`src/lpt_pkg.sv`:
```
// Shared types and constants for the LCD page transpose feeder.
package lpt_pkg;

  // Position counter and strip memory geometry
  localparam int COL_W       = 4;
  localparam int ROW_W       = 6;
  localparam int PAGE_W      = 3;
  localparam int STRIP_DEPTH = 16;
  localparam int STRIP_LANES = 7;
  localparam int STRIP_W     = 8 * STRIP_LANES;

  // Panel commands
  localparam logic [7:0] CMD_COL_RESET = 8'h40;
  localparam logic [7:0] CMD_PAGE      = 8'hB8;

  // Strip row whose byte completes a column
  localparam logic [2:0] LAST_STRIP_ROW = 3'd7;

  // Emitter sequence steps: column-reset pair, page command, 8 data bytes
  localparam logic [3:0] STEP_PAIR_L    = 4'd0;
  localparam logic [3:0] STEP_PAIR_R    = 4'd1;
  localparam logic [3:0] STEP_PAGE      = 4'd2;
  localparam logic [3:0] STEP_DATA0     = 4'd3;
  localparam logic [3:0] STEP_DATA_LAST = 4'd10;

  // Position of the current item
  typedef struct packed {
    logic [COL_W-1:0]  col;
    logic [2:0]        strip_row;
    logic [PAGE_W-1:0] page;
    logic              half;
    logic              page_en;
    logic              pair;
  } pos_t;

  // Work handed to the emitter
  typedef struct packed {
    logic              half;
    logic              page_en;
    logic              pair;
    logic [PAGE_W-1:0] page;
    logic [7:0]        pix;
  } job_t;

  // Bit transpose of an 8x8 block: out byte b, bit k = in byte k, bit b
  function automatic logic [63:0] transpose8(input logic [63:0] blk);
    logic [63:0] t;
    t = '0;
    for (int b = 0; b < 8; b++) begin
      for (int k = 0; k < 8; k++) begin
        t[b*8 + k] = blk[k*8 + b];
      end
    end
    return t;
  endfunction

endpackage

```
`src/lcd_page_transpose_feeder.sv`:
```
// Top level of the LCD page transpose feeder.
// An accepted item passes through the job slot and the sequencer into the output register.
// Throughput: one result per cycle on the single output port while out_stall
// is low; an item holds the sequencer for all the results it causes (2 at the
// top-left position, 8 or 9 on strip row 7), items without results bypass it.
// Reset: position counters and valid bits clear; the strip memory is not cleared.
module lcd_page_transpose_feeder #(
  parameter int SCREEN_ROWS   = 64,
  parameter int BYTES_PER_ROW = 16
) (
  input  logic       clk,
  input  logic       rst_n,
  input  logic       in_valid,
  output logic       in_stall,
  input  logic [7:0] in_pixel_byte,
  input  logic       in_frame_start,
  output logic       out_valid,
  input  logic       out_stall,
  output logic       out_half_select,
  output logic       out_is_data,
  output logic [7:0] out_bus_byte,
  output logic       out_run_last
);

  logic                         accept;
  logic                         job_ready;
  logic                         row7;
  lpt_pkg::pos_t                pos;
  lpt_pkg::job_t                job;
  logic [lpt_pkg::STRIP_W-1:0]  rd_data;

  assign in_stall = !job_ready;
  assign accept   = in_valid && job_ready;
  assign row7     = (pos.strip_row == lpt_pkg::LAST_STRIP_ROW);

  lpt_locator #(
    .SCREEN_ROWS   (SCREEN_ROWS),
    .BYTES_PER_ROW (BYTES_PER_ROW)
  ) u_locator (
    .clk         (clk),
    .rst_n       (rst_n),
    .advance     (accept),
    .frame_start (in_frame_start),
    .pos         (pos)
  );

  // Strip rows 0-6 are stored, row 7 reads the column back
  lpt_strip_mem u_mem (
    .clk     (clk),
    .wr_en   (accept && !row7),
    .wr_addr (pos.col),
    .wr_lane (pos.strip_row),
    .wr_data (in_pixel_byte),
    .rd_en   (accept && row7),
    .rd_addr (pos.col),
    .rd_data (rd_data)
  );

  // Job for the sequencer
  always_comb begin
    job.half    = pos.half;
    job.page_en = pos.page_en && row7;
    job.pair    = pos.pair;
    job.page    = pos.page;
    job.pix     = in_pixel_byte;
  end

  lpt_emitter u_emitter (
    .clk             (clk),
    .rst_n           (rst_n),
    .job_valid       (accept && (pos.pair || row7)),
    .job             (job),
    .job_ready       (job_ready),
    .rd_data         (rd_data),
    .out_valid       (out_valid),
    .out_stall       (out_stall),
    .out_half_select (out_half_select),
    .out_is_data     (out_is_data),
    .out_bus_byte    (out_bus_byte),
    .out_run_last    (out_run_last)
  );

endmodule

```
`src/lpt_strip_mem.sv`:
```
// Per-column strip memory: byte-lane writes, registered 56-bit reads.
module lpt_strip_mem (
  input  logic                                 clk,
  input  logic                                 wr_en,
  input  logic [lpt_pkg::COL_W-1:0]            wr_addr,
  input  logic [2:0]                           wr_lane,
  input  logic [7:0]                           wr_data,
  input  logic                                 rd_en,
  input  logic [lpt_pkg::COL_W-1:0]            rd_addr,
  output logic [lpt_pkg::STRIP_W-1:0]          rd_data
);

  logic [lpt_pkg::STRIP_W-1:0] mem [lpt_pkg::STRIP_DEPTH];
  logic [lpt_pkg::STRIP_W-1:0] rd_data_r;

  // Write one strip row of a column
  always_ff @(posedge clk) begin
    if (wr_en) begin
      mem[wr_addr][{wr_lane, 3'b000} +: 8] <= wr_data;
    end
  end

  // Read port, data held until the next read
  always_ff @(posedge clk) begin
    if (rd_en) begin
      rd_data_r <= mem[rd_addr];
    end
  end

  assign rd_data = rd_data_r;

endmodule

```
`src/lpt_locator.sv`:
```
// Row and column position counters with wrap and frame restart.
module lpt_locator #(
  parameter int SCREEN_ROWS   = 64,
  parameter int BYTES_PER_ROW = 16
) (
  input  logic          clk,
  input  logic          rst_n,
  input  logic          advance,
  input  logic          frame_start,
  output lpt_pkg::pos_t pos
);

  logic [lpt_pkg::COL_W-1:0] col_r, col_nxt, cur_col;
  logic [lpt_pkg::ROW_W-1:0] row_r, row_nxt, cur_row;
  logic [lpt_pkg::COL_W:0]   col_inc;
  logic [lpt_pkg::ROW_W:0]   row_inc;

  // Position used by this item
  always_comb begin
    cur_col = frame_start ? '0 : col_r;
    cur_row = frame_start ? '0 : row_r;
    pos.col       = cur_col;
    pos.strip_row = cur_row[2:0];
    pos.page      = cur_row[lpt_pkg::ROW_W-1:3];
    pos.half      = (cur_col >= lpt_pkg::COL_W'(BYTES_PER_ROW / 2));
    pos.page_en   = (cur_col == '0) || (cur_col == lpt_pkg::COL_W'(BYTES_PER_ROW / 2));
    pos.pair      = (cur_col == '0) && (cur_row == '0);
  end

  // Advance with wrap at row end and frame end
  always_comb begin
    col_inc = {1'b0, cur_col} + 1'b1;
    row_inc = {1'b0, cur_row} + 1'b1;
    col_nxt = col_inc[lpt_pkg::COL_W-1:0];
    row_nxt = cur_row;
    if (col_inc >= (lpt_pkg::COL_W+1)'(BYTES_PER_ROW)) begin
      col_nxt = '0;
      row_nxt = row_inc[lpt_pkg::ROW_W-1:0];
      if (row_inc >= (lpt_pkg::ROW_W+1)'(SCREEN_ROWS)) begin
        row_nxt = '0;
      end
    end
  end

  always_ff @(posedge clk) begin
    if (!rst_n) begin
      col_r <= '0;
      row_r <= '0;
    end else if (advance) begin
      col_r <= col_nxt;
      row_r <= row_nxt;
    end
  end

endmodule

```
`src/lpt_emitter.sv`:
```
// Job slot, result sequencer and output register.
module lpt_emitter (
  input  logic                          clk,
  input  logic                          rst_n,
  input  logic                          job_valid,
  input  lpt_pkg::job_t                 job,
  output logic                          job_ready,
  input  logic [lpt_pkg::STRIP_W-1:0]   rd_data,
  output logic                          out_valid,
  input  logic                          out_stall,
  output logic                          out_half_select,
  output logic                          out_is_data,
  output logic [7:0]                    out_bus_byte,
  output logic                          out_run_last
);

  // Job slot: waits here while the sequencer drains the previous item
  logic           s1_valid_r;
  lpt_pkg::job_t  s1_r;
  logic           s1_move;

  // Sequencer
  logic                      em_valid_r;
  logic [3:0]                step_r, last_r;
  logic                      half_r;
  logic [lpt_pkg::PAGE_W-1:0] page_r;
  logic [63:0]               trans_r;
  logic                      em_fire, em_last, em_free;

  // Output register
  logic       out_valid_r;
  logic       half_o_r, data_o_r, last_o_r;
  logic [7:0] byte_o_r;
  logic       out_free;

  // Next result fields
  logic       nx_half, nx_data;
  logic [7:0] nx_byte;
  logic [2:0] bit_sel;

  assign out_free  = !out_valid_r || !out_stall;
  assign em_fire   = em_valid_r && out_free;
  assign em_last   = (step_r == last_r);
  assign em_free   = !em_valid_r || (em_fire && em_last);
  assign s1_move   = s1_valid_r && em_free;
  assign job_ready = !s1_valid_r || em_free;

  // Job slot
  always_ff @(posedge clk) begin
    if (!rst_n) begin
      s1_valid_r <= 1'b0;
    end else if (job_ready) begin
      s1_valid_r <= job_valid;
    end
  end

  always_ff @(posedge clk) begin
    if (job_ready && job_valid) begin
      s1_r <= job;
    end
  end

  // Sequencer control
  always_ff @(posedge clk) begin
    if (!rst_n) begin
      em_valid_r <= 1'b0;
      step_r     <= lpt_pkg::STEP_PAIR_L;
    end else if (s1_move) begin
      em_valid_r <= 1'b1;
      if (s1_r.pair) begin
        step_r <= lpt_pkg::STEP_PAIR_L;
      end else if (s1_r.page_en) begin
        step_r <= lpt_pkg::STEP_PAGE;
      end else begin
        step_r <= lpt_pkg::STEP_DATA0;
      end
    end else if (em_fire) begin
      if (em_last) begin
        em_valid_r <= 1'b0;
      end
      step_r <= step_r + 1'b1;
    end
  end

  // Sequencer payload; memory read data lines up with the slot's job
  always_ff @(posedge clk) begin
    if (s1_move) begin
      last_r  <= s1_r.pair ? lpt_pkg::STEP_PAIR_R : lpt_pkg::STEP_DATA_LAST;
      half_r  <= s1_r.half;
      page_r  <= s1_r.page;
      trans_r <= lpt_pkg::transpose8({s1_r.pix, rd_data});
    end
  end

  // Fields of the result for the current step
  always_comb begin
    bit_sel = 3'(lpt_pkg::STEP_DATA_LAST - step_r);
    nx_half = half_r;
    nx_data = 1'b0;
    nx_byte = lpt_pkg::CMD_COL_RESET;
    case (step_r)
      lpt_pkg::STEP_PAIR_L: begin
        nx_half = 1'b0;
      end
      lpt_pkg::STEP_PAIR_R: begin
        nx_half = 1'b1;
      end
      lpt_pkg::STEP_PAGE: begin
        nx_byte = lpt_pkg::CMD_PAGE | {5'b0, page_r};
      end
      default: begin
        nx_data = 1'b1;
        nx_byte = trans_r[{bit_sel, 3'b000} +: 8];
      end
    endcase
  end

  // Output register
  always_ff @(posedge clk) begin
    if (!rst_n) begin
      out_valid_r <= 1'b0;
    end else if (out_free) begin
      out_valid_r <= em_fire;
    end
  end

  always_ff @(posedge clk) begin
    if (em_fire) begin
      half_o_r <= nx_half;
      data_o_r <= nx_data;
      byte_o_r <= nx_byte;
      last_o_r <= em_last;
    end
  end

  assign out_valid       = out_valid_r;
  assign out_half_select = half_o_r;
  assign out_is_data     = data_o_r;
  assign out_bus_byte    = byte_o_r;
  assign out_run_last    = last_o_r;

endmodule

```
`config.mk`:
```
export PLATFORM = sky130hd
export DESIGN_NAME = lcd_page_transpose_feeder
export DESIGN_NICKNAME = d
export VERILOG_FILES = /design/src/lpt_pkg.sv /design/src/lcd_page_transpose_feeder.sv /design/src/lpt_strip_mem.sv /design/src/lpt_locator.sv /design/src/lpt_emitter.sv
export SDC_FILE = /design/constraint.sdc
export NUM_CORES = 1
export LEC_CHECK = 0
export ABC_CLOCK_PERIOD_IN_PS = 15300
export BUFFER_PORTS_ARGS = -buffer_cell sky130_fd_sc_hd__buf_2
export CORE_UTILIZATION = 60
export DETAILED_ROUTE_END_ITERATION = 7
export PLACE_DENSITY = 0.86
export SYNTH_ARGS = -nofsm -noshare
export SYNTH_HDL_FRONTEND = slang
export SYNTH_SLANG_ARGS = --single-unit
```
`constraint.sdc`:
```
create_clock -name clk -period 15.3 [get_ports clk]
set_clock_uncertainty 0.1 [all_clocks]
set_input_delay 3.06 -clock clk [delete_from_list [all_inputs] [get_ports clk]]
set_output_delay 3.06 -clock clk [all_outputs]
set_load 0.05 [all_outputs]
```
==> summary.txt <==
Job
  • Max-Cap Viols: 0

Finish
  • Finished Core Util: 66.8%
  • Filler instances: 4,372
  • Final #Nets: 2,875
  • Area occupied by multi-input gates: 9740 um^2
  • Area growth, synth to finish: 9.41%
  • Share of post-route cells with drive strength above 1: 11.4%
  • Post-route design area: 46,200 um^2
  • Sequential cell area: 31,800 um^2
  • Fin cells: 3,867

Timing
  • Setup ws final: 7.84 ns
  • Slew @ Worst Pin: 1.36 ns
  • Setup violators final: 0
  • RSZ-0062 raised after global routing: no
  • Setup TNS: 0 ns
  • Worst-case hold slack: 0.315 ns
  • Fmax achieved: 134 MHz
  • Fin crit share: 48.8%
  • Tmin final: 7.46 ns
  • Slew margin rel.: 9.25%
  • Fin. Hold Viols: 0
  • Slew Limit Fails: 0

Power
  • Pint: 4.63 mW
  • Total power: 5.91 mW
  • Leak: 14.3 nW
  • Worst vdd ir: 0.119 mV
  • Sequential share of power: 54.3%
  • Gate power share: 5.0%
  • Switch share: 21.6%
  • Clk pwr share: 40.7%
  • Pwr/cell area: 128 nW/um^2
  • Net Sw Power: 1.28 mW

Drt
  • Antenna Nets Post-Route: 0
  • Total number of vias: 25.8k
  • Vias/cell: 6.67
  • DRC Markers: 0
  • Avg WL per Cell: 26.6 um
  • Routed WL: 103 mm
  • Drt pass-1 iters: 6
  • 1st-iter DRT viols: 3,918

Global route
  • Initial antenna violation count: 4
  • Vias in the first global route: 25.3k
  • First-pass GRT wire length: 153 mm
  • Grt total ovfl: 0
  • Total track usage: 29.0%
  • Largest net degree at the start of global routing: 122

Clock tree
  • H-tree levels: 3
  • CTS tree: done
  • # hold bufs at CTS: 0
  • CTS clk-pin slew, worst paths: 0.07 ns
  • Clock tree buffer depth: 3
  • Post-CTS setup buffer count: 0
  • CTS Sinks: 1,064
  • Clk Latency, worst-skew pair: 0.68 ns
  • Root buffer cell: clkbuf_16
  • # resized after CTS: 0
  • Total CTS buffers: 98

Synth
  • Syn Std Cell Area: 42,200 um^2
  • Yosys warns: 0
  • Asr flop ratio synth: 0%
  • Number of flops mapped to enable cells by yosys: 1,047
  • Syn_nets: 2,907
  • Mapped Cells: 2,883
  • FF+latch count, synth: 1,064
  • Count of cell types in the netlist: 53
  • Seq/Total Area, Yosys: 75.2%
  • Mapped Avg Cell Area: 14.7 um^2
  • Top FF cell, synth: edfxtp_1

Setup path
  • CP required: 12.14 ns
  • Max FO, Critical Path: 4
  • CP Capture Type: output pin
  • Critical Path Source Type: input pin
  • Worst EP arrival: 4.30 ns
  • Setup CP Type: input pin to output pin

Place
  • DP Area: 43,100 um^2
  • Placed insts: 3,681
  • Place WS: 7.42 ns
  • Dpl hpwl: 61.1 mm
  • Buffers on Ports: 25
  • RePlAce Congestion: 0.891

Floorplan
  • Initial Utilization: 61.1%
  • Die Y: 267 um
  • Die W: 267 um
  • Die footprint: 71,500 um^2
  • Area of the core: 69,200 um^2
  • Top Ports: 26
  • Row cnt: 96

Status
  • Status: finished, final reports clean

Hold path
  • Hold Path Class: register to register
layer usage:
layer  part of all wire, %  vias up  global-route usage [%]
met4                   4.7        4                    14.5
met2                    48     2042                    46.2
met3                    12      387                    7.48
met1                    35    12500                    37.3
met5                 0.017        -                       0
li1                      -    10800                       -
final cells by class:
cell class	count	area share, %
clock inverter	54	1.07
tap	931	2.52
clock buffer	128	5.66
inverter	16	0.157
timing repair buffer	54	0.736
sequential	1064	68.8
antenna	3	0.0162
multi-input combinational	1617	21.1
placed cells by master, fill, tap and decap left out, types with 13 or more instances in the layout:
| cell type | count |
|---|---|
| mux2i_1 | 66 |
| nand2_1 | 540 |
| clkbuf_1 | 27 |
| clkbuf_16 | 100 |
| o21ai_0 | 17 |
| buf_2 | 26 |
| and3_1 | 16 |
| o221ai_1 | 55 |
| nor3_1 | 34 |
| nor2b_1 | 60 |
| a311oi_1 | 57 |
| a31oi_1 | 60 |
| edfxtp_1 | 1047 |
| nor2_1 | 84 |
| clkinv_2 | 18 |
| a21oi_1 | 229 |
| a211oi_1 | 59 |
| and2_1 | 61 |
| inv_1 | 13 |
| clkinv_1 | 19 |
| dfxtp_1 | 16 |
| nand3_1 | 82 |
| mux4_2 | 18 |
| buf_4 | 28 |
| mux2_2 | 108 |
logic make-up (layout without fill, tap and decap cells):
family / after synthesis / count (layout) / synth area share [%]
compound gates: 494 / 494 / 7.54
fa+ha+maj: 11 / 11 / 0.326
mux: 192 / 192 / 5.40
buf+inv: 202 / 252 / 1.84
simple gates: 916 / 916 / 9.59
xor+xnor: 4 / 4 / 0.0829
other cells: 0 / 3 / 0
flops: 1064 / 1064 / 75.2
state kept, by name (all words and copies together) (netlist names), 2 cells and up:
register / count
u_emitter.trans_r: 64
u_emitter.page_r: 3
u_mem.mem: 896
u_emitter.step_r: 4
u_emitter.last_r: 2
u_emitter.s1_r: 14
u_mem.rd_data: 56
u_locator.col_r: 4
u_emitter.out_bus_byte: 8
u_locator.row_r: 6
cells in the mapped netlist (all sizes together), types with 15 or more instances:
cell / count / area share, %
edfxtp: 1047 / 74
nand2: 541 / 4.8
a21oi: 229 / 2.7
clkbuf: 161 / 1.4
mux2: 108 / 2.9
nor2: 86 / 0.76
nand3: 82 / 0.97
mux2i: 66 / 1.6
and2: 62 / 0.92
a31oi: 60 / 0.89
nor2b: 60 / 0.89
a211oi: 59 / 1.0
a311oi: 57 / 1.2
o221ai: 55 / 1.1
nor3: 34 / 0.40
buf: 25 / 0.27
o21ai: 19 / 0.23
mux4: 18 / 0.96
dfxtp: 17 / 0.81
and3: 16 / 0.24
inv: 15 / 0.13
power by group through the flow:
stage / clock (mW) / combinational, mW / sequential (mW)
after floorplan: 0 / 0.192 / 3.27
after global placement: 0 / 0.274 / 3.27
after detailed placement: 0 / 0.285 / 3.27
after CTS: 2.40 / 0.289 / 3.21
after global routing: 2.50 / 0.313 / 3.21
final: 2.41 / 0.296 / 3.21
worst paths after layout:
kind / startpoint / endpoint / depth (start not counted) / slack (ns)
setup / recovery: out_stall / in_stall / 7 / 7.84
hold / removal: u_mem.rd_data[15]$_DFFE_PP_ / u_emitter.trans_r[57]$_DFFE_PP_ / 0 / 0.32
setup reg to reg: u_locator.col_r[0]$_SDFFE_PN0P_ / u_mem.mem[15][35]$_DFFE_PP_ / 6 / 9.84
hold reg to reg: u_mem.rd_data[15]$_DFFE_PP_ / u_emitter.trans_r[57]$_DFFE_PP_ / 0 / 0.32
worst max-delay path: stages:
cell       delay, ns
buf_2           0.10
and2_1          0.19
a2111oi_4       0.42
nor2_1          0.15
nand2_1         0.12
inv_1           0.05
buf_2           0.20
(Power assumes the default switching activity.)
